### src/rtl/rcd_pkg.sv
// ----------------------------------------------------------------------------
// rcd_pkg: shared types and constants for the restricted circular deque
// Holds word widths, request and status codes, controller states and the
// command and status bundles between controller and datapath.
// ----------------------------------------------------------------------------
package rcd_pkg;

	localparam int DEPTH_DEFAULT = 16;
	localparam int WORD_W        = 32;
	localparam int FUNC_W        = 3;
	localparam int STATUS_W      = 2;

	// Request codes carried by the func field.
	typedef enum logic [FUNC_W-1:0] {
		FN_QUERY     = 3'd0,
		FN_INS_RIGHT = 3'd1,
		FN_INS_LEFT  = 3'd2,
		FN_DEL_LEFT  = 3'd3,
		FN_DEL_RIGHT = 3'd4
	} rcd_func_t;

	// Result status codes.
	typedef enum logic [STATUS_W-1:0] {
		ST_DONE   = 2'd0,
		ST_OVER   = 2'd1,
		ST_UNDER  = 2'd2,
		ST_DENIED = 2'd3
	} rcd_status_t;

	// Restriction modes.
	localparam logic MODE_IN_RESTRICTED  = 1'b0;
	localparam logic MODE_OUT_RESTRICTED = 1'b1;

	// Datapath operations.
	typedef enum logic [2:0] {
		OP_NONE,
		OP_PUSH_R,
		OP_PUSH_L,
		OP_POP_L,
		OP_POP_R
	} rcd_op_t;

	// Controller states.
	typedef enum logic [1:0] {
		S_IDLE,
		S_EXEC,
		S_FETCH,
		S_POST
	} rcd_state_t;

	// Commands from controller to datapath.
	typedef struct packed {
		logic        load_item;
		logic        exec;
		rcd_op_t     op;
		rcd_status_t status;
		logic        fetch;
		logic        load_out;
	} rcd_cmd_t;

	// Status from datapath to controller.
	typedef struct packed {
		logic [FUNC_W-1:0] func;
		logic              mode;
		logic              empty;
		logic              full;
		logic              last;
	} rcd_stat_t;

endpackage

### src/rtl/rcd_datapath.sv
// ----------------------------------------------------------------------------
// rcd_datapath: datapath of the restricted circular deque
// Slot memory, end indices, shadow copies of the end words, the mode
// register and the response register.
// ----------------------------------------------------------------------------
module rcd_datapath
	import rcd_pkg::*;
#(
	parameter int DEPTH = DEPTH_DEFAULT
) (
	input  logic                     clk,
	input  logic                     arst_n,
	input  logic                     cfg_we,
	input  logic                     cfg_mode,
	input  logic [FUNC_W-1:0]        req_func,
	input  logic signed [WORD_W-1:0] req_value,
	input  rcd_cmd_t                 cmd,
	output rcd_stat_t                stat,
	output logic [STATUS_W-1:0]      rsp_status,
	output logic signed [WORD_W-1:0] rsp_removed,
	output logic signed [WORD_W-1:0] rsp_front,
	output logic signed [WORD_W-1:0] rsp_rear,
	output logic                     rsp_empty,
	output logic                     rsp_full
);

	localparam int IDX_W = $clog2(DEPTH);
	localparam logic [IDX_W-1:0] LAST_IDX = IDX_W'(DEPTH - 1);

	logic [WORD_W-1:0] mem [DEPTH];

	logic                mode_q;
	logic [FUNC_W-1:0]   func_q;
	logic [WORD_W-1:0]   value_q;
	logic [IDX_W-1:0]    front_q, rear_q;
	logic                empty_q;
	logic [WORD_W-1:0]   front_val_q, rear_val_q;
	logic [WORD_W-1:0]   rd_data_q;
	logic                pop_left_q;
	logic [STATUS_W-1:0] status_q;
	logic [WORD_W-1:0]   removed_q;

	logic [IDX_W-1:0]    front_nx, front_pv, rear_nx, rear_pv;
	logic                full;
	logic                we;
	logic [IDX_W-1:0]    wr_addr;
	logic                re;
	logic [IDX_W-1:0]    rd_addr;

	// Circular neighbors of the end indices.
	assign front_nx = (front_q == LAST_IDX) ? '0 : front_q + 1'b1;
	assign front_pv = (front_q == '0) ? LAST_IDX : front_q - 1'b1;
	assign rear_nx  = (rear_q == LAST_IDX) ? '0 : rear_q + 1'b1;
	assign rear_pv  = (rear_q == '0) ? LAST_IDX : rear_q - 1'b1;

	assign full = !empty_q && (rear_nx == front_q);

	assign stat.func  = func_q;
	assign stat.mode  = mode_q;
	assign stat.empty = empty_q;
	assign stat.full  = full;
	assign stat.last  = (front_q == rear_q);

	// Memory write and read addresses for the operation in progress.
	always_comb begin
		we      = 1'b0;
		wr_addr = '0;
		re      = 1'b0;
		rd_addr = front_nx;
		if (cmd.exec) begin
			case (cmd.op)
				OP_PUSH_R: begin
					we      = 1'b1;
					wr_addr = empty_q ? '0 : rear_nx;
				end
				OP_PUSH_L: begin
					we      = 1'b1;
					wr_addr = empty_q ? '0 : front_pv;
				end
				OP_POP_L: begin
					re      = 1'b1;
					rd_addr = front_nx;
				end
				OP_POP_R: begin
					re      = 1'b1;
					rd_addr = rear_pv;
				end
				default: begin
					we = 1'b0;
				end
			endcase
		end
	end

	// Slot memory with a registered read port.
	always_ff @(posedge clk) begin
		if (we) begin
			mem[wr_addr] <= value_q;
		end
		if (re) begin
			rd_data_q <= mem[rd_addr];
		end
	end

	// Mode register and deque control state.
	always_ff @(posedge clk or negedge arst_n) begin
		if (!arst_n) begin
			mode_q  <= MODE_IN_RESTRICTED;
			front_q <= '0;
			rear_q  <= '0;
			empty_q <= 1'b1;
		end else begin
			if (cfg_we) begin
				mode_q <= cfg_mode;
			end
			if (cmd.exec) begin
				case (cmd.op)
					OP_PUSH_R, OP_PUSH_L: begin
						if (empty_q) begin
							front_q <= '0;
							rear_q  <= '0;
							empty_q <= 1'b0;
						end else if (cmd.op == OP_PUSH_R) begin
							rear_q <= rear_nx;
						end else begin
							front_q <= front_pv;
						end
					end
					OP_POP_L, OP_POP_R: begin
						if (front_q == rear_q) begin
							front_q <= '0;
							rear_q  <= '0;
							empty_q <= 1'b1;
						end else if (cmd.op == OP_POP_L) begin
							front_q <= front_nx;
						end else begin
							rear_q <= rear_pv;
						end
					end
					default: begin
						empty_q <= empty_q;
					end
				endcase
			end
		end
	end

	// Request capture, end word shadows and per-request results.
	always_ff @(posedge clk) begin
		if (cmd.load_item) begin
			func_q  <= req_func;
			value_q <= req_value;
		end
		if (cmd.exec) begin
			status_q   <= cmd.status;
			pop_left_q <= (cmd.op == OP_POP_L);
			case (cmd.op)
				OP_PUSH_R: begin
					rear_val_q <= value_q;
					removed_q  <= '0;
					if (empty_q) begin
						front_val_q <= value_q;
					end
				end
				OP_PUSH_L: begin
					front_val_q <= value_q;
					removed_q   <= '0;
					if (empty_q) begin
						rear_val_q <= value_q;
					end
				end
				OP_POP_L: begin
					removed_q <= front_val_q;
				end
				OP_POP_R: begin
					removed_q <= rear_val_q;
				end
				default: begin
					removed_q <= '0;
				end
			endcase
		end
		// The word behind the removed end becomes the new end word.
		if (cmd.fetch) begin
			if (pop_left_q) begin
				front_val_q <= rd_data_q;
			end else begin
				rear_val_q <= rd_data_q;
			end
		end
		// Response register.
		if (cmd.load_out) begin
			rsp_status  <= status_q;
			rsp_removed <= removed_q;
			rsp_front   <= empty_q ? '1 : front_val_q;
			rsp_rear    <= empty_q ? '1 : rear_val_q;
			rsp_empty   <= empty_q;
			rsp_full    <= full;
		end
	end

endmodule

### config.mk
export PLATFORM = sky130hd
export DESIGN_NAME = rcd_datapath
export DESIGN_NICKNAME = d
export VERILOG_FILES = /design/src/rtl/rcd_pkg.sv /design/src/rtl/rcd_datapath.sv
export SDC_FILE = /design/constraint.sdc
export NUM_CORES = 1
export LEC_CHECK = 0
export BUFFER_PORTS_ARGS = -buffer_cell sky130_fd_sc_hd__buf_2
export CORE_ASPECT_RATIO = 1.4
export CORE_UTILIZATION = 55
export DETAILED_ROUTE_END_ITERATION = 7
export GPL_ROUTABILITY_DRIVEN = 0
export GPL_TIMING_DRIVEN = 1
export PLACE_DENSITY_LB_ADDON = 0.08
export SKIP_LAST_GASP = 1
export SLEW_MARGIN = 40
export SYNTH_ARGS = -nofsm -noshare
export SYNTH_HDL_FRONTEND = slang
export SYNTH_SLANG_ARGS = --single-unit
export TNS_END_PERCENT = 100
### constraint.sdc
create_clock -name clk -period 4.5 [get_ports clk]
set_clock_uncertainty 0.2 [all_clocks]
set_input_delay 0.225 -clock clk [delete_from_list [all_inputs] [get_ports clk]]
set_output_delay 0.225 -clock clk [all_outputs]
set_load 0.005 [all_outputs]
==> key figures <==
Yosys
  • Cells after Synth: roughly 1900
  • Syn avg cell area: about 16 um^2
  • Asr flop ratio synth: between 1 and 1.5%
  • Sequential fraction of the synthesis area: approximately three quarters
  • EDFF count, synth: 714
  • Synth Cell Area: between 30000 and 40000 um^2
  • Ys flop type: edfxtp_1
  • Post-synth top area share: between 60% and 70%
  • Synth cell count leaders: edfxtp_1 (714), nand2_1 (209), mux2i_1 (195), o211ai_1 (129), o21ai_0 (75)
  • Synth area leaders: edfxtp_1 (70%), mux2i_1 (6.3%), dfxtp_1 (4.2%)
  • Yosys reg bits: between 700 and 800
  • Yosys warns: 0
  • Count leader, synth: edfxtp_1
  • Synth Net Count: 1955
  • Area leader, netlist: edfxtp_1
  • Post-synth cell types: 54

CTS
  • CTS Buffer Depth: 3
  • Clock root cell: clkbuf_16
  • TritonCTS buffer count: 75
  • Clock slew at reported path FFs: 0.07 ns
  • H-tree depth: 3
  • Cts repair resizes: 0
  • Clock sinks: 788
  • Clk_lat worst skew: around 0.6 ns
  • CTS tree: done

Timing
  • Pins over their slew limit: 0
  • Final worst-path cycle share: between 70 and 80%
  • Slew headroom: 45.0%
  • Final setup TNS: 0 ns
  • Setup violators final: 0
  • Minimum clock period: about 3.6 ns
  • Fin. Hold Viols: 0
  • Worst slew pin tran: a little over 0.8 ns
  • Fmax: roughly 280 MHz
  • RSZ-0062 raised after global routing: false

Global route
  • First-pass GRT wire length: slightly below 100000 um
  • Largest net degree at the start of global routing: about 80
  • Vias in the first global route: between 15000 and 20000
  • Initial antenna violation count: 1
  • Total gr overflow: 0
  • Gr usage total: between 20% and 30%

Floorplan
  • Die W: 202 um
  • Initial Util: 55.7%
  • Core area: 55300 um^2
  • Die Ht: 282 um
  • Die area: roughly 57000 um^2
  • Row Count: 102
  • IO Pins: ~160

Cells and area
  • Layout cells sized above 1: 20.9%
  • Nets: 2156
  • Area Growth Syn to Fin: 15.0%
  • Fin util: 64.1%
  • Diode count: 0
  • FILL cells: between 3000 and 4000

Power
  • Tot Pwr: 20.9 mW
  • Max IR drop VDD: 0.000431 V
  • Leakage dissipation: around 12 nW
  • Pwr dens: ~590 nW/um^2

Outcome
  • Status: completed

Detailed routing
  • DR DRC count: 0
  • Iter 0 DRT Violations: ~1200
  • DR vias/cell: 5.76
  • First-pass DRT Iterations: 5
  • Routed len/inst: between 20 and 25 um
  • Detailed Route WL: around 65000 um
  • DR vias: between 15000 and 20000
  • Antenna viol nets, final: 0

Placed design
  • Post-DP HPWL: about 37000 um
  • Port bufs: between 150 and 200

Critical path
  • Worst Path Arrival: between 3 and 4 ns
  • Crit start category: flop
  • CP Cell Sequence: ha_1 > xor2_1 > a22oi_1 > nor3_1 > nand2_1 > o21bai_1 > nor2_4 > buf_4
  • Critical path's slowest cell: nor2_4
  • Kind of critical path: flop to flop
  • Slowest stage delay, CP: ~0.65 ns
  • Critical Path End Type: flop
  • Cell family with most CP delay: simple AND/OR/NAND/NOR gates
  • Crit path buffers/inverters: 1
  • CP Max Fanout: 14
  • Worst EP required: 4.59 ns

Hold path
  • Worst Hold Class: input port to flop

Job
  • MaxCap Viol Count: 0
==> registers in the layout, summed over array words and instances, names as in the netlist, 3 cells and up <==
signal,cells
value_q,32
rear_val_q,32
front_val_q,32
rd_data_q,32
rsp_rear,32
mem,512
rsp_removed,32
rsp_front,32
front_q,4
rear_q,4
func_q,3
removed_q,32
==> metal layers <==
layer / up-vias / part of all wire, % / GRT usage (%)
li1: 7698 / - / -
met3: 105 / 5.7 / 3.70
met5: - / 0 / 0
met1: 8321 / 44 / 32.8
met4: 0 / 2.1 / 6.74
met2: 510 / 48 / 37.7
==> metrics by stage <==
step,area (um^2),setup WS [ns],hold WS [ns],instances
2_1_floorplan,30800,0.480,-0.271,1903
4_1_cts,35400,1.01,0.0348,2885
3_5_place_dp,32600,1.03,-0.0673,2707
3_3_place_gp,32600,0.891,-0.0702,2707
5_1_grt,35400,0.758,0.112,2886
6_report,35400,0.935,0.128,2886
==> cell families after synthesis <==
family / share of synthesized area (%)
xor+xnor: 0.341
buf+inv: 2.02
compound gates: 6.38
flops: 74.6
fa+ha+maj: 0.163
mux: 11.1
simple gates: 5.43
==> area by class of cell <==
cell class	count	area, um^2	share of cell area [%]
Tap cell	728	911	2.57
Timing Repair Buffer	244	1760	4.98
Clock inverter	32	275	0.778
Clock buffer	99	2050	5.79
Multi-Input combinational cell	985	7390	20.9
Sequential cell	788	23000	64.9
Inverter	10	37.5	0.106
==> cell usage in the layout (no fill, tap or decap), types with 5 or more instances in the layout <==
cell type / count
xor2_1: 5
dfrtp_1: 9
a22o_1: 33
a22oi_1: 5
nor2_1: 11
o21ai_0: 74
or2_2: 65
clkbuf_1: 19
nand2_1: 209
mux2_2: 64
edfxtp_1: 714
a21oi_1: 14
buf_12: 15
o211ai_1: 129
nand4_1: 33
mux2i_1: 193
xnor2_1: 7
buf_4: 28
clkinv_1: 17
bufinv_16: 5
buf_2: 152
nor2_4: 17
clkinv_2: 9
dlygate4sd3_1: 48
mux2_1: 65
clkbuf_16: 78
inv_1: 9
dfxtp_1: 64
==> repair_timing <==
action | 4_1_cts | 5_1_grt
setup buffers | 0 | 0
endpoints found under the hold margin | 95 | 67
hold buffers | 47 | 1
==> report_power, final <==
part	total [mW]	internal [mW]	switching (mW)	leakage (nW)
Combinational	5.82	2.50	3.32	3.76
Sequential	9.09	8.63	0.463	7.17
Clock	6.03	3.48	2.55	1.14
==> worst register-to-register path, cell delays in order (launching register included) <==
cell and delay [ns]:
dfrtp_1 0.52, ha_1 0.32, xor2_1 0.29, a22oi_1 0.14
nor3_1 0.25, nand2_1 0.14, o21bai_1 0.37, nor2_4 0.65
buf_4 0.37
==> path summary, 6_finish.rpt <==
path                          startpoint         endpoint  slack, ns  depth (start not counted)
setup / recovery               rear_q[0]       mem[6][17]       0.94                          8
hold / removal             req_value[30]      value_q[30]       0.13                          2
setup reg to reg               rear_q[0]       mem[6][17]       0.94                          8
hold reg to reg            removed_q[16]  rsp_removed[16]       0.22                          0
max in group asynchronous         arst_n           mode_q       2.67                          4
min in group asynchronous         arst_n          empty_q       0.47                          3
(Power assumes the default switching activity.)
