--- config.mk ---
export PLATFORM = sky130hd
export DESIGN_NAME = rcd_ctrl
export DESIGN_NICKNAME = d
export VERILOG_FILES = /design/src/rtl/rcd_pkg.sv /design/src/rtl/rcd_ctrl.sv
export SDC_FILE = /design/constraint.sdc
export NUM_CORES = 1
export LEC_CHECK = 0
export BUFFER_PORTS_ARGS = -buffer_cell sky130_fd_sc_hd__buf_2
export CAP_MARGIN = 15
export CELL_PAD_IN_SITES_DETAIL_PLACEMENT = 1
export CELL_PAD_IN_SITES_GLOBAL_PLACEMENT = 2
export CORE_MARGIN = 2
export CORE_UTILIZATION = 24
export CTS_BUF_LIST = sky130_fd_sc_hd__clkbuf_8
export CTS_CLUSTER_SIZE = 10
export DETAILED_ROUTE_END_ITERATION = 8
export HOLD_SLACK_MARGIN = 0.06
export PLACE_DENSITY = 0.91
export SLEW_MARGIN = 5
export SYNTH_ARGS = -nofsm -noshare
export SYNTH_HDL_FRONTEND = slang
export SYNTH_SLANG_ARGS = --single-unit
--- constraint.sdc ---
create_clock -name clk -period 4.2 [get_ports clk]
set_input_delay 0.84 -clock clk [delete_from_list [all_inputs] [get_ports clk]]
set_output_delay 0.84 -clock clk [all_outputs]
set_load 0.02 [all_outputs]
--- src/rtl/rcd_pkg.sv ---
// ----------------------------------------------------------------------------
// rcd_pkg: shared types and constants for the restricted circular deque
// Holds word widths, request and status codes, controller states and the
// command and status bundles between controller and datapath.
// ----------------------------------------------------------------------------
package rcd_pkg;

	localparam int DEPTH_DEFAULT = 16;
	localparam int WORD_W        = 32;
	localparam int FUNC_W        = 3;
	localparam int STATUS_W      = 2;

	// Request codes carried by the func field.
	typedef enum logic [FUNC_W-1:0] {
		FN_QUERY     = 3'd0,
		FN_INS_RIGHT = 3'd1,
		FN_INS_LEFT  = 3'd2,
		FN_DEL_LEFT  = 3'd3,
		FN_DEL_RIGHT = 3'd4
	} rcd_func_t;

	// Result status codes.
	typedef enum logic [STATUS_W-1:0] {
		ST_DONE   = 2'd0,
		ST_OVER   = 2'd1,
		ST_UNDER  = 2'd2,
		ST_DENIED = 2'd3
	} rcd_status_t;

	// Restriction modes.
	localparam logic MODE_IN_RESTRICTED  = 1'b0;
	localparam logic MODE_OUT_RESTRICTED = 1'b1;

	// Datapath operations.
	typedef enum logic [2:0] {
		OP_NONE,
		OP_PUSH_R,
		OP_PUSH_L,
		OP_POP_L,
		OP_POP_R
	} rcd_op_t;

	// Controller states.
	typedef enum logic [1:0] {
		S_IDLE,
		S_EXEC,
		S_FETCH,
		S_POST
	} rcd_state_t;

	// Commands from controller to datapath.
	typedef struct packed {
		logic        load_item;
		logic        exec;
		rcd_op_t     op;
		rcd_status_t status;
		logic        fetch;
		logic        load_out;
	} rcd_cmd_t;

	// Status from datapath to controller.
	typedef struct packed {
		logic [FUNC_W-1:0] func;
		logic              mode;
		logic              empty;
		logic              full;
		logic              last;
	} rcd_stat_t;

endpackage

--- src/rtl/rcd_ctrl.sv ---
// ----------------------------------------------------------------------------
// rcd_ctrl: controller of the restricted circular deque
// Sequences each request through execute, optional slot fetch and result
// hand-off, and decides the status and the datapath operation.
// ----------------------------------------------------------------------------
module rcd_ctrl
	import rcd_pkg::*;
(
	input  logic      clk,
	input  logic      arst_n,
	input  logic      req_valid,
	output logic      req_ready,
	output logic      rsp_valid,
	input  logic      rsp_ready,
	input  rcd_stat_t stat,
	output rcd_cmd_t  cmd
);

	rcd_state_t state_q, state_d;
	logic       out_valid_q;
	logic       out_free;

	// State register and response valid flag.
	always_ff @(posedge clk or negedge arst_n) begin
		if (!arst_n) begin
			state_q     <= S_IDLE;
			out_valid_q <= 1'b0;
		end else begin
			state_q <= state_d;
			if (cmd.load_out) begin
				out_valid_q <= 1'b1;
			end else if (rsp_ready) begin
				out_valid_q <= 1'b0;
			end
		end
	end

	assign out_free  = !out_valid_q || rsp_ready;
	assign rsp_valid = out_valid_q;
	assign req_ready = (state_q == S_IDLE);

	// Next state and commands.
	always_comb begin
		state_d       = state_q;
		cmd.load_item = 1'b0;
		cmd.exec      = 1'b0;
		cmd.op        = OP_NONE;
		cmd.status    = ST_DONE;
		cmd.fetch     = 1'b0;
		cmd.load_out  = 1'b0;
		case (state_q)
			S_IDLE: begin
				if (req_valid) begin
					cmd.load_item = 1'b1;
					state_d       = S_EXEC;
				end
			end
			S_EXEC: begin
				cmd.exec = 1'b1;
				state_d  = S_POST;
				case (stat.func)
					FN_QUERY: begin
						cmd.status = ST_DONE;
					end
					FN_INS_RIGHT, FN_INS_LEFT: begin
						if (stat.func == FN_INS_LEFT && stat.mode == MODE_IN_RESTRICTED) begin
							cmd.status = ST_DENIED;
						end else if (stat.full) begin
							cmd.status = ST_OVER;
						end else begin
							cmd.op = (stat.func == FN_INS_RIGHT) ? OP_PUSH_R : OP_PUSH_L;
						end
					end
					FN_DEL_LEFT, FN_DEL_RIGHT: begin
						if (stat.func == FN_DEL_RIGHT && stat.mode == MODE_OUT_RESTRICTED) begin
							cmd.status = ST_DENIED;
						end else if (stat.empty) begin
							cmd.status = ST_UNDER;
						end else begin
							cmd.op = (stat.func == FN_DEL_LEFT) ? OP_POP_L : OP_POP_R;
							// A new end word must be read unless the deque empties.
							if (!stat.last) begin
								state_d = S_FETCH;
							end
						end
					end
					default: begin
						cmd.status = ST_DENIED;
					end
				endcase
			end
			S_FETCH: begin
				cmd.fetch = 1'b1;
				state_d   = S_POST;
			end
			S_POST: begin
				if (out_free) begin
					cmd.load_out = 1'b1;
					state_d      = S_IDLE;
				end
			end
			default: begin
				state_d = S_IDLE;
			end
		endcase
	end

endmodule

==> results of run 1 <==
## cell families after synthesis
kind of cell | Yosys count | share of synthesized area [%]
buffers and inverters | 5 | 5.515
adders and majority gates | 4 | 13.79
AOI/OAI and AO/OA | 10 | 22.76
and+or+nand+nor | 20 | 31.04
DFF | 3 | 20.69
muxes | 2 | 6.206
## cell usage in the layout, fill, tap and decap left out, drive strengths merged, types with 3 or more instances in the layout
cell	count
nand2	6
clkbuf	3
dfrtp	3
nand2b	3
ha	4
buf	21
inv	5
nor3	3
## path summary, 6_finish.rpt
check	startpoint	end	slack, ns	cells past startpoint
max in group asynchronous	arst_n	state_q[1]$_DFFE_PN0P_	3.68	1
worst max register to register	state_q[0]$_DFFE_PN0P_	state_q[1]$_DFFE_PN0P_	2.69	5
worst min register to register	rsp_valid$_DFFE_PN0P_	rsp_valid$_DFFE_PN0P_	0.55	2
min in group clk	rsp_valid$_DFFE_PN0P_	rsp_valid$_DFFE_PN0P_	0.55	2
worst min-delay path	arst_n	rsp_valid$_DFFE_PN0P_	0.42	1
worst max-delay path	stat[5]	cmd[3]	1.50	5
## layout make-up
| cell class | instances | area [µm²] | area share (%) |
|---|---|---|---|
| clock buffer | 3 | 41.29 | 7.820 |
| multi-input combinational | 36 | 267.8 | 50.71 |
| clock inverter | 1 | 3.754 | 0.7109 |
| inverter | 4 | 15.01 | 2.844 |
| sequential | 3 | 75.07 | 14.22 |
| tap | 16 | 20.02 | 3.791 |
| timing repair buffer | 21 | 105.1 | 19.91 |
## state kept, by name (all words and copies together) (netlist names)
name       flops
rsp_valid      1
state_q        2
## stage by stage
| stage | worst slack, ns | hold WS [ns] | cells | total power, µW | util (%) |
|---|---|---|---|---|---|
| finish | 1.498 | 0.4152 | 84 | 340.6 | 36.32 |
| global route | 1.451 | 0.4114 | 84 | 371.1 | 36.32 |
| CTS | 1.494 | 0.4121 | 84 | 349.1 | 36.32 |
| detailed placement | 1.494 | 0.5584 | 80 | 266.3 | 33.22 |
| global placement | 1.517 | 0.5556 | 80 | 258.1 | 33.22 |
| floorplan | 1.595 | 0.5444 | 44 | 202.8 | - |
## power by group through the flow
stage	Clock [µW]	Combinational, µW	Sequential [µW]
after floorplan	0	139	63.5
after global placement	0	197	61.2
after detailed placement	0	205	61.5
after CTS	82.1	206	61.3
after global routing	84.8	222	64.4
final	79.6	200	61.0
## routing by layer
layer	routed length, µm	vias up	global-route usage, %	share of wire (%)
li1	-	206	-	-
met1	408	197	12.92	40
met2	525	17	21.52	52
met3	81	0	3.830	8.0
met4	0	0	7.500	0
met5	0	-	0	0
==> flow_results.xml, run 1 <==
<?xml version="1.0" encoding="UTF-8"?>
<metrics>
  <group name="yosys">
    <metric name="yosys.area.top_type_share" unit="%">20.69</metric>
    <metric name="fraction_of_registers_with_async_set_or_reset_after_synthesis" unit="%">100.0</metric>
    <metric name="syn_area_per_cell" unit="µm²">8.247</metric>
    <metric name="syn-instance-count" unit="">44</metric>
    <metric name="mapped_cell_area" unit="µm²">362.8</metric>
    <metric name="synth-edff-count" unit="">0</metric>
    <metric name="synth.lib_cells_used.distinct" unit="">23</metric>
    <metric name="synth_most_common_cell" unit="">sky130_fd_sc_hd__nand2_1</metric>
    <metric name="synth.yosys.warnings" unit="">0</metric>
    <metric name="ys_seq_elements" unit="">3</metric>
    <metric name="post_synth_main_area_contributors" unit="">sky130_fd_sc_hd__dfrtp_1 21%, sky130_fd_sc_hd__ha_1 14%, sky130_fd_sc_hd__mux2_2 6.2%</metric>
    <metric name="seq_total_area_yosys" unit="%">20.69</metric>
    <metric name="synth.top_cells.by_count" unit="">6 x sky130_fd_sc_hd__nand2_1, 4 x sky130_fd_sc_hd__ha_1, 4 x sky130_fd_sc_hd__inv_1</metric>
    <metric name="yosysTopAreaCell" unit="">sky130_fd_sc_hd__dfrtp_1</metric>
    <metric name="synth_flop_cell" unit="">sky130_fd_sc_hd__dfrtp_1</metric>
    <metric name="post_syn_nets" unit="">59</metric>
  </group>
  <group name="worst_setup_path">
    <metric name="critPathTopFamily" unit="">simple AND/OR/NAND/NOR gates</metric>
    <metric name="critical_path.startpoint_type" unit="">input pin</metric>
    <metric name="worst-path-buf-inv" unit="">2</metric>
    <metric name="cp_data_required_time" unit="ns">3.36</metric>
    <metric name="critical_path.max_stage_delay" unit="ns">0.39</metric>
    <metric name="worst-setup-path-type" unit="">input pin to primary output</metric>
    <metric name="worstPathMaxFanout" unit="">8</metric>
    <metric name="cp_cell_sequence" unit="">buf_2 -&gt; or3_1 -&gt; o21a_1 -&gt; o221a_1 -&gt; buf_2</metric>
    <metric name="arrival_time_at_the_worst_endpoint" unit="ns">1.86</metric>
    <metric name="critical_path.most_common_cell" unit="">sky130_fd_sc_hd__buf_2</metric>
    <metric name="critPathCaptureType" unit="">primary output</metric>
    <metric name="crit_slowest_cell" unit="">sky130_fd_sc_hd__or3_1</metric>
  </group>
  <group name="run_status">
    <metric name="result_of_the_run" unit="">completed</metric>
  </group>
  <group name="die">
    <metric name="site_rows" unit="">14</metric>
    <metric name="design.portCount" unit="">22</metric>
    <metric name="core-area" unit="µm²">1454</metric>
    <metric name="floorplan.initialDensity" unit="%">24.96</metric>
    <metric name="die_width" unit="µm">42.88</metric>
    <metric name="design.die.area" unit="µm²">1839</metric>
    <metric name="die_height" unit="µm">42.88</metric>
  </group>
  <group name="placed_design">
    <metric name="place.detailed.hpwl" unit="µm">851.4</metric>
    <metric name="port_buffers" unit="">21</metric>
    <metric name="placed_area" unit="µm²">483.0</metric>
    <metric name="gp_congestion" unit="">0.7755</metric>
  </group>
  <group name="cts">
    <metric name="worst_skew_pair.late_latency" unit="ns">0.21</metric>
    <metric name="clock-root-buffer" unit="">sky130_fd_sc_hd__clkbuf_8</metric>
    <metric name="number_of_buffers_created_by_cts" unit="">3</metric>
    <metric name="cts_tree" unit="">yes</metric>
    <metric name="cts.sink_count" unit="">3</metric>
    <metric name="holdBufCountCts" unit="">0</metric>
    <metric name="clock_path_buffers" unit="">2</metric>
    <metric name="post_cts.resized_instances" unit="">0</metric>
    <metric name="postCtsSetupBuffers" unit="">0</metric>
    <metric name="clk_transition_reported_paths" unit="ns">0.03</metric>
    <metric name="cts-htree-levels" unit="">1</metric>
  </group>
  <group name="global_routing">
    <metric name="grt_pass1_vias" unit="">442</metric>
    <metric name="grt_first_pass_wirelength" unit="µm">1704</metric>
    <metric name="grtUsageTotal" unit="%">12.43</metric>
    <metric name="grt_antenna_before_repair" unit="">0</metric>
    <metric name="grt_start_max_net_pins" unit="">10</metric>
    <metric name="grt_overflow_total" unit="">0</metric>
  </group>
  <group name="routing">
    <metric name="drt-vias-per-instance" unit="">5.000</metric>
    <metric name="vias" unit="">420</metric>
    <metric name="drc_errors" unit="">0</metric>
    <metric name="finalWirelength" unit="µm">1015</metric>
    <metric name="dr.first_iter.drc_count" unit="">5</metric>
    <metric name="wl_per_cell" unit="µm">12.08</metric>
    <metric name="antenna_left" unit="">0</metric>
    <metric name="detail_route.first_pass.iterations" unit="">3</metric>
  </group>
  <group name="worst_hold_path">
    <metric name="hold_path_class" unit="">input pin to async pin</metric>
  </group>
  <group name="cells_and_area">
    <metric name="drive_above_1_share" unit="%">41.18</metric>
    <metric name="number_of_inserted_filler_cells_in_the_final_layout" unit="">194</metric>
    <metric name="num_antenna_cells" unit="">0</metric>
    <metric name="layout-area-overhead-vs-synth" unit="%">45.52</metric>
    <metric name="design_area" unit="µm²">528.0</metric>
    <metric name="final_nets" unit="">84</metric>
  </group>
  <group name="power_and_ir_drop">
    <metric name="seq_power_share" unit="%">17.9</metric>
    <metric name="power_switching" unit="µW">152.5</metric>
    <metric name="swShare" unit="%">44.77</metric>
    <metric name="portion_of_total_power_attributed_to_combinational_logic" unit="%">58.7</metric>
    <metric name="internal-power" unit="µW">188.1</metric>
    <metric name="power_per_cell_area" unit="nW/µm²">645.0</metric>
    <metric name="leakage" unit="µW">0.0002709</metric>
    <metric name="peakVddDrop" unit="µV">299.3</metric>
    <metric name="power.share.clock" unit="%">23.4</metric>
  </group>
  <group name="sta">
    <metric name="hold_viol" unit="">0</metric>
    <metric name="finalClockSkew" unit="ns">0.001438</metric>
    <metric name="final-setup-viol-count" unit="">0</metric>
    <metric name="relSlewSlack" unit="%">82.36</metric>
    <metric name="rsz0062_at_grt" unit="">false</metric>
    <metric name="period_minus_slack" unit="ns">2.702</metric>
    <metric name="setup-tns-final" unit="ns">0</metric>
    <metric name="slew_violations" unit="">0</metric>
    <metric name="fin_crit_sh" unit="%">64.34</metric>
    <metric name="fmaxAchievable" unit="MHz">370.0</metric>
    <metric name="worstMarginPinSlew" unit="ns">0.2609</metric>
  </group>
  <group name="run">
    <metric name="maxCapViolCount" unit="">0</metric>
  </group>
</metrics>
No activity file was read; power rests on OpenSTA's default activity.
==> run 2: changes to the inputs <==
ABC_AREA = 1   (was default)
CORE_ASPECT_RATIO = 1.2   (was default)
CORE_UTILIZATION = 18   (was 24)
PLACE_DENSITY = 0.83   (was 0.91)
clock period = 2.3 ns   (was 4.2 ns; I/O delays follow)
==> run 2 against run 1 <==
Compared with the run above:
- worst hold slack gained 0.10 ns
- register-to-register slack got worse by 1.7 ns
- cell count rose by 27%
- core utilization down 6.9 points
- critical path type is now register to primary output
- critical path depth is the same
- via count up 13%
- largest cell class unchanged
- clock-buffer cell count did not move
- total power rose by 77%
- synthesized cell count is 41% higher
- first-iteration DRC count down 40%
- non-clock buffer count up 1
==> flow_results.xml, run 2 <==
<?xml version="1.0" encoding="UTF-8"?>
<metrics>
  <group name="yosys">
    <metric name="synth_flop_cell" unit="">sky130_fd_sc_hd__dfrtp_1</metric>
    <metric name="post_syn_nets" unit="">77</metric>
    <metric name="synth-edff-count" unit="">0</metric>
    <metric name="syn-instance-count" unit="">62</metric>
    <metric name="post_synth_main_area_contributors" unit="">sky130_fd_sc_hd__dfrtp_1 20%, sky130_fd_sc_hd__nand2_1 17%, sky130_fd_sc_hd__inv_1 14%</metric>
    <metric name="mapped_cell_area" unit="µm²">366.6</metric>
    <metric name="fraction_of_registers_with_async_set_or_reset_after_synthesis" unit="%">100.0</metric>
    <metric name="yosys.area.top_type_share" unit="%">20.48</metric>
    <metric name="seq_total_area_yosys" unit="%">20.48</metric>
    <metric name="synth_most_common_cell" unit="">sky130_fd_sc_hd__nand2_1</metric>
    <metric name="synth.top_cells.by_count" unit="">17 x sky130_fd_sc_hd__nand2_1, 14 x sky130_fd_sc_hd__inv_1, 5 x sky130_fd_sc_hd__a21oi_1, 5 x sky130_fd_sc_hd__nand3_1</metric>
    <metric name="ys_seq_elements" unit="">3</metric>
    <metric name="synth.yosys.warnings" unit="">0</metric>
    <metric name="syn_area_per_cell" unit="µm²">5.913</metric>
    <metric name="yosysTopAreaCell" unit="">sky130_fd_sc_hd__dfrtp_1</metric>
    <metric name="synth.lib_cells_used.distinct" unit="">16</metric>
  </group>
  <group name="routing">
    <metric name="drc_errors" unit="">0</metric>
    <metric name="finalWirelength" unit="µm">1034</metric>
    <metric name="dr.first_iter.drc_count" unit="">3</metric>
    <metric name="wl_per_cell" unit="µm">9.664</metric>
    <metric name="drt-vias-per-instance" unit="">4.449</metric>
    <metric name="vias" unit="">476</metric>
    <metric name="detail_route.first_pass.iterations" unit="">4</metric>
    <metric name="antenna_left" unit="">0</metric>
  </group>
  <group name="power_and_ir_drop">
    <metric name="swShare" unit="%">47.90</metric>
    <metric name="internal-power" unit="µW">314.8</metric>
    <metric name="seq_power_share" unit="%">18.1</metric>
    <metric name="power_switching" unit="µW">289.4</metric>
    <metric name="total_power" unit="µW">604.2</metric>
    <metric name="portion_of_total_power_attributed_to_combinational_logic" unit="%">57.6</metric>
    <metric name="power_per_cell_area" unit="nW/µm²">1098</metric>
    <metric name="power.share.clock" unit="%">24.3</metric>
    <metric name="peakVddDrop" unit="µV">396.9</metric>
    <metric name="leakage" unit="µW">0.0003501</metric>
  </group>
  <group name="die">
    <metric name="die_height" unit="µm">53.44</metric>
    <metric name="floorplan.initialDensity" unit="%">19.59</metric>
    <metric name="site_rows" unit="">17</metric>
    <metric name="design.die.area" unit="µm²">2415</metric>
    <metric name="design.portCount" unit="">22</metric>
    <metric name="die_width" unit="µm">45.20</metric>
    <metric name="core-area" unit="µm²">1872</metric>
  </group>
  <group name="worst_setup_path">
    <metric name="critical_path.startpoint_type" unit="">register</metric>
    <metric name="rr_endpoint" unit="">state_q[1]$_DFFE_PN0P_</metric>
    <metric name="worst-path-buf-inv" unit="">3</metric>
    <metric name="critPathTopFamily" unit="">buffers and inverters</metric>
    <metric name="crit_slowest_cell" unit="">sky130_fd_sc_hd__dfrtp_1</metric>
    <metric name="worst-setup-path-type" unit="">register to primary output</metric>
    <metric name="worstPathMaxFanout" unit="">5</metric>
    <metric name="cp_cell_sequence" unit="">inv_1 -&gt; ha_1 -&gt; inv_1 -&gt; nor3_1 -&gt; buf_2</metric>
    <metric name="critical_path.max_stage_delay" unit="ns">0.40</metric>
    <metric name="worstSetupEndpoint" unit="">cmd[6]</metric>
    <metric name="critPathCaptureType" unit="">primary output</metric>
    <metric name="timing.critical_path.depth" unit="">5</metric>
    <metric name="reg2regPathDepth" unit="">7</metric>
    <metric name="cp_data_required_time" unit="ns">1.84</metric>
    <metric name="worst_r2r_startpoint" unit="">state_q[1]$_DFFE_PN0P_</metric>
    <metric name="start_point_of_the_critical_path" unit="">state_q[1]$_DFFE_PN0P_</metric>
    <metric name="ff2ff_setup_slack" unit="ns">1.03</metric>
    <metric name="arrival_time_at_the_worst_endpoint" unit="ns">1.41</metric>
    <metric name="critical_path.most_common_cell" unit="">sky130_fd_sc_hd__inv_1</metric>
  </group>
  <group name="sta">
    <metric name="hold_viol" unit="">0</metric>
    <metric name="slew_violations" unit="">0</metric>
    <metric name="fmaxAchievable" unit="MHz">533.7</metric>
    <metric name="setup-tns-final" unit="ns">0</metric>
    <metric name="fin_crit_sh" unit="%">81.46</metric>
    <metric name="rsz0062_at_grt" unit="">false</metric>
    <metric name="period_minus_slack" unit="ns">1.874</metric>
    <metric name="finalClockSkew" unit="ns">0.002670</metric>
    <metric name="relSlewSlack" unit="%">81.04</metric>
    <metric name="final-setup-viol-count" unit="">0</metric>
    <metric name="worstMarginPinSlew" unit="ns">0.2828</metric>
  </group>
  <group name="cts">
    <metric name="worst_skew_pair.late_latency" unit="ns">0.21</metric>
    <metric name="post_cts.resized_instances" unit="">0</metric>
    <metric name="clk_transition_reported_paths" unit="ns">0.03</metric>
    <metric name="clock_path_buffers" unit="">2</metric>
    <metric name="holdBufCountCts" unit="">1</metric>
    <metric name="postCtsSetupBuffers" unit="">0</metric>
    <metric name="clock-root-buffer" unit="">sky130_fd_sc_hd__clkbuf_8</metric>
    <metric name="cts-htree-levels" unit="">1</metric>
    <metric name="number_of_buffers_created_by_cts" unit="">3</metric>
    <metric name="cts_tree" unit="">yes</metric>
    <metric name="cts.sink_count" unit="">3</metric>
  </group>
  <group name="placed_design">
    <metric name="dpl.cell_count" unit="">102</metric>
    <metric name="gp_congestion" unit="">0.7558</metric>
    <metric name="port_buffers" unit="">21</metric>
    <metric name="place.detailed.hpwl" unit="µm">904.2</metric>
    <metric name="placed_area" unit="µm²">495.5</metric>
  </group>
  <group name="cells_and_area">
    <metric name="regMostFlops" unit="">state_q</metric>
    <metric name="number_of_inserted_filler_cells_in_the_final_layout" unit="">261</metric>
    <metric name="layout_common_cells" unit="">21 x sky130_fd_sc_hd__buf_2, 17 x sky130_fd_sc_hd__nand2_1, 15 x sky130_fd_sc_hd__inv_1</metric>
    <metric name="final_nets" unit="">104</metric>
    <metric name="drive_above_1_share" unit="%">32.95</metric>
    <metric name="most_common_cell_after_layout_fill_and_taps_aside" unit="">sky130_fd_sc_hd__buf_2</metric>
    <metric name="num_antenna_cells" unit="">0</metric>
    <metric name="layout-area-overhead-vs-synth" unit="%">50.17</metric>
    <metric name="fin_cells" unit="">107</metric>
    <metric name="design_area" unit="µm²">550.5</metric>
    <metric name="number_of_flip_flops_under_the_largest_register_name" unit="">2</metric>
  </group>
  <group name="global_routing">
    <metric name="grtUsageTotal" unit="%">10.24</metric>
    <metric name="grt_first_pass_wirelength" unit="µm">1759</metric>
    <metric name="grt_start_max_net_pins" unit="">6</metric>
    <metric name="grt_overflow_total" unit="">0</metric>
    <metric name="grt_pass1_vias" unit="">471</metric>
    <metric name="grt_antenna_before_repair" unit="">0</metric>
  </group>
  <group name="worst_hold_path">
    <metric name="hold_depth" unit="">2</metric>
    <metric name="hold_path_class" unit="">register to register</metric>
  </group>
  <group name="run">
    <metric name="maxCapViolCount" unit="">0</metric>
  </group>
  <group name="run_status">
    <metric name="result_of_the_run" unit="">completed</metric>
  </group>
</metrics>
-- run 2: cell count changes after synthesis, moves of 2 or more --
cell	change
sky130_fd_sc_hd__a21oi_1	+5
sky130_fd_sc_hd__nand3_1	+5
sky130_fd_sc_hd__nor3_1	-2
sky130_fd_sc_hd__and2_1	-2
sky130_fd_sc_hd__nor2_1	+4
sky130_fd_sc_hd__nand2_1	+11
sky130_fd_sc_hd__o21a_1	-2
sky130_fd_sc_hd__inv_1	+10
sky130_fd_sc_hd__nand2b_1	-3
sky130_fd_sc_hd__mux2_2	-2
sky130_fd_sc_hd__inv_2	+2
sky130_fd_sc_hd__a21boi_0	-2
-- run 2: worst min path at each step --
| stage | startpoint | to |
|---|---|---|
| final | rsp_valid$_DFFE_PN0P_ | rsp_valid$_DFFE_PN0P_ |
| after global routing | arst_n | state_q[1]$_DFFE_PN0P_ |
| after CTS | rsp_valid$_DFFE_PN0P_ | rsp_valid$_DFFE_PN0P_ |
| after detailed placement | arst_n | state_q[0]$_DFFE_PN0P_ |
| after global placement | arst_n | rsp_valid$_DFFE_PN0P_ |
| after floorplan | arst_n | rsp_valid$_DFFE_PN0P_ |
-- run 2: logic make-up (layout without fill, tap and decap cells) --
group,Yosys count,in the layout,synth area share [%]
AO/OA/AOI/OAI,9,9,13.65
flip-flops,3,3,20.48
buffers and inverters,16,42,16.38
adder cells (fa/ha/maj),4,4,13.65
AND/OR/NAND/NOR,30,30,35.83
-- run 2: power groups by stage --
| stage | clock [µW] | combinational (µW) | sequential (µW) |
|---|---|---|---|
| 2_1_floorplan | 0 | 242 | 114 |
| 3_3_place_gp | 0 | 348 | 109 |
| 3_5_place_dp | 0 | 354 | 111 |
| 4_1_cts | 153 | 358 | 111 |
| 5_1_grt | 157 | 394 | 114 |
| 6_report | 147 | 348 | 109 |
-- run 2: per-stage QoR --
step / util [%] / hold WS (ns) / setup slack [ns]
finish: 29.41 / 0.5149 / 0.4263
global route: 29.41 / 0.5772 / 0.2909
CTS: 29.41 / 0.5285 / 0.4001
detailed placement: 26.47 / 0.2638 / 0.4483
global placement: 26.47 / 0.2572 / 0.4649
floorplan: - / 0.1644 / 0.4100
-- run 2: layout make-up --
class                           instances  area [µm²]  share of cell area, %
Timing Repair Buffer                   22       115.1                  20.91
Tap cell                               19       23.77                  4.318
Clock buffer                            3       41.29                  7.500
Clock inverter                          1       3.754                 0.6818
Sequential cell                         3       75.07                  13.64
Multi-Input combinational cell         43       231.5                  42.05
Inverter                               16       60.06                  10.91
-- run 2: per-layer routing --
layer	part of all wire, %	up-vias	wire length [µm]	track usage (%)
li1	-	243	-	-
met1	39	213	407	10.53
met2	51	18	523	17.62
met3	8.9	2	92	3.413
met4	0.97	0	10	5.882
met5	0	-	0	0
-- run 2: worst reg2reg max path, delay by kind of cell (launching register included) --
kind            cells  cell delay (ns)
buf+inv             3             0.28
simple gates        1             0.06
flops               1             0.40
compound gates      2             0.20
fa+ha+maj           1             0.21
==> run 3: changes to the inputs <==
CORE_UTILIZATION = 20   (was 18)
PLACE_DENSITY = 0.86   (was 0.83)
clock period = 1.85 ns   (was 2.3 ns; I/O delays follow)
==> run 3 against run 2 <==
Compared with the run above:
- combinational power increased by 25%
- critical path depth did not move
- clock power up 27%
- wire length is 2.2% higher
- cell area is 1.1% higher
- sequential share of layout area decreased by 0.15 points
- register-to-register slack got worse by 0.43 ns
- global-route usage rose by 0.64 points
- critical endpoint unchanged
- largest power group unchanged
- highest routed layer unchanged
==> flow_results.xml, run 3 (same netlist as run 2, synthesis figures left out) <==
<?xml version="1.0" encoding="UTF-8"?>
<metrics>
  <group name="cts">
    <metric name="postCtsSetupBuffers" unit="">0</metric>
    <metric name="worst_skew_pair.late_latency" unit="ns">0.22</metric>
    <metric name="cts_tree" unit="">yes</metric>
    <metric name="cts-htree-levels" unit="">1</metric>
    <metric name="clk_transition_reported_paths" unit="ns">0.03</metric>
    <metric name="clock_path_buffers" unit="">2</metric>
    <metric name="number_of_buffers_created_by_cts" unit="">3</metric>
    <metric name="cts.sink_count" unit="">3</metric>
    <metric name="clock-root-buffer" unit="">sky130_fd_sc_hd__clkbuf_8</metric>
  </group>
  <group name="worst_setup_path">
    <metric name="critPathCaptureType" unit="">primary output</metric>
    <metric name="critical_path.max_stage_delay" unit="ns">0.40</metric>
    <metric name="worstPathMaxFanout" unit="">5</metric>
    <metric name="worst-setup-path-type" unit="">register to primary output</metric>
    <metric name="cp_cell_sequence" unit="">inv_2 -&gt; ha_2 -&gt; inv_1 -&gt; nor3_2 -&gt; buf_2</metric>
    <metric name="arrival_time_at_the_worst_endpoint" unit="ns">1.35</metric>
    <metric name="crit_slowest_cell" unit="">sky130_fd_sc_hd__dfrtp_1</metric>
    <metric name="cp_data_required_time" unit="ns">1.48</metric>
    <metric name="critical_path.startpoint_type" unit="">register</metric>
  </group>
  <group name="sta">
    <metric name="fin_crit_sh" unit="%">93.05</metric>
    <metric name="worstMarginPinSlew" unit="ns">0.2912</metric>
    <metric name="setup-tns-final" unit="ns">0</metric>
    <metric name="hold_viol" unit="">0</metric>
    <metric name="slew_violations" unit="">0</metric>
    <metric name="relSlewSlack" unit="%">80.48</metric>
    <metric name="period_minus_slack" unit="ns">1.721</metric>
    <metric name="finalClockSkew" unit="ns">0.001847</metric>
    <metric name="final-setup-viol-count" unit="">0</metric>
    <metric name="fmaxAchievable" unit="MHz">580.9</metric>
    <metric name="rsz0062_at_grt" unit="">false</metric>
  </group>
  <group name="die">
    <metric name="site_rows" unit="">16</metric>
    <metric name="core-area" unit="µm²">1682</metric>
    <metric name="floorplan.initialDensity" unit="%">21.80</metric>
    <metric name="design.portCount" unit="">22</metric>
    <metric name="design.die.area" unit="µm²">2193</metric>
    <metric name="die_height" unit="µm">50.90</metric>
    <metric name="die_width" unit="µm">43.09</metric>
  </group>
  <group name="cells_and_area">
    <metric name="num_antenna_cells" unit="">0</metric>
    <metric name="fin_cells" unit="">106</metric>
    <metric name="drive_above_1_share" unit="%">36.36</metric>
    <metric name="layout_common_cells" unit="">21 x sky130_fd_sc_hd__buf_2, 17 x sky130_fd_sc_hd__nand2_1, 14 x sky130_fd_sc_hd__inv_1</metric>
    <metric name="regMostFlops" unit="">state_q</metric>
    <metric name="final_nets" unit="">104</metric>
    <metric name="most_common_cell_after_layout_fill_and_taps_aside" unit="">sky130_fd_sc_hd__buf_2</metric>
    <metric name="layout-area-overhead-vs-synth" unit="%">51.88</metric>
    <metric name="number_of_flip_flops_under_the_largest_register_name" unit="">2</metric>
    <metric name="number_of_inserted_filler_cells_in_the_final_layout" unit="">243</metric>
  </group>
  <group name="global_routing">
    <metric name="grt_pass1_vias" unit="">451</metric>
    <metric name="grt_overflow_total" unit="">0</metric>
    <metric name="grt_first_pass_wirelength" unit="µm">1773</metric>
    <metric name="grt_antenna_before_repair" unit="">0</metric>
    <metric name="grtUsageTotal" unit="%">10.88</metric>
    <metric name="grt_start_max_net_pins" unit="">6</metric>
  </group>
  <group name="power_and_ir_drop">
    <metric name="total_power" unit="µW">757.1</metric>
    <metric name="leakage" unit="µW">0.0003479</metric>
    <metric name="power_per_cell_area" unit="nW/µm²">1360</metric>
    <metric name="peakVddDrop" unit="µV">598.4</metric>
  </group>
  <group name="routing">
    <metric name="dr.first_iter.drc_count" unit="">7</metric>
    <metric name="drt-vias-per-instance" unit="">4.443</metric>
    <metric name="wl_per_cell" unit="µm">9.972</metric>
    <metric name="finalWirelength" unit="µm">1057</metric>
    <metric name="vias" unit="">471</metric>
    <metric name="antenna_left" unit="">0</metric>
    <metric name="drc_errors" unit="">0</metric>
    <metric name="detail_route.first_pass.iterations" unit="">3</metric>
  </group>
  <group name="placed_design">
    <metric name="dpl.cell_count" unit="">101</metric>
    <metric name="port_buffers" unit="">21</metric>
    <metric name="place.detailed.hpwl" unit="µm">910.1</metric>
    <metric name="gp_congestion" unit="">0.8364</metric>
  </group>
  <group name="worst_hold_path">
    <metric name="hold_path_class" unit="">input pin to register</metric>
  </group>
  <group name="run_status">
    <metric name="result_of_the_run" unit="">completed</metric>
  </group>
  <group name="run">
    <metric name="maxCapViolCount" unit="">0</metric>
  </group>
</metrics>
[run 3: area by class of cell]
class                           instances  area (µm²)  area share (%)
Clock buffer                            3       41.29           7.416
Clock inverter                          1       3.754          0.6742
Inverter                               16       60.06           10.79
Multi-Input combinational cell         43       239.0           42.92
Sequential cell                         3       75.07           13.48
Tap cell                               18       22.52           4.045
Timing Repair Buffer                   22       115.1           20.67
[run 3: through the flow]
| stage | area (µm²) | worst slack [ns] | util [%] | hold slack, ns |
|---|---|---|---|---|
| floorplan | 366.6 | 0.04997 | - | 0.07441 |
| global placement | 494.2 | 0.2150 | 29.39 | 0.1657 |
| detailed placement | 494.2 | 0.1818 | 29.39 | 0.1660 |
| CTS | 549.3 | 0.02943 | 32.66 | 0.4513 |
| global route | 556.8 | 0.01965 | 33.11 | 0.4780 |
| finish | 556.8 | 0.1286 | 33.11 | 0.4418 |
[run 3: per-layer routing]
layer / GRT usage, % / up-vias / wire length, µm
li1: - / 240 / -
met1: 9.787 / 212 / 375
met2: 21.64 / 16 / 585
met3: 1.060 / 3 / 65
met4: 7.576 / 0 / 31
met5: 0 / - / 0
[run 3: timing repair]
action,CTS,global route
hold buffers,1,0
resized for setup,0,3
endpoints found under the hold margin,3,0
endpoints found under the setup margin,0,1
[run 3: final timing paths]
path / cells after the start / startpoint / endpoint / slack (ns)
worst max register to register: 8 / state_q[0]$_DFFE_PN0P_ / state_q[0]$_DFFE_PN0P_ / 0.60
worst max-delay path: 5 / state_q[1]$_DFFE_PN0P_ / cmd[6] / 0.13
min in group asynchronous: 2 / arst_n / state_q[1]$_DFFE_PN0P_ / 0.47
worst min register to register: 2 / rsp_valid$_DFFE_PN0P_ / rsp_valid$_DFFE_PN0P_ / 0.52
max in group asynchronous: 2 / arst_n / rsp_valid$_DFFE_PN0P_ / 1.27
worst min-delay path: 4 / rsp_ready / rsp_valid$_DFFE_PN0P_ / 0.44
[run 3: worst max-delay path: cells and delay by family, from the launching register on]
family / cells / cell delay, ns
DFF: 1 / 0.40
buffers and inverters: 3 / 0.37
adders and majority gates: 1 / 0.18
and+or+nand+nor: 1 / 0.17
[run 3: power by group]
group          internal [µW]  switching [µW]  total (µW)
logic                    149             284         434
registers                102            34.7         137
clock network            141            45.3         187
total                    393             364         757
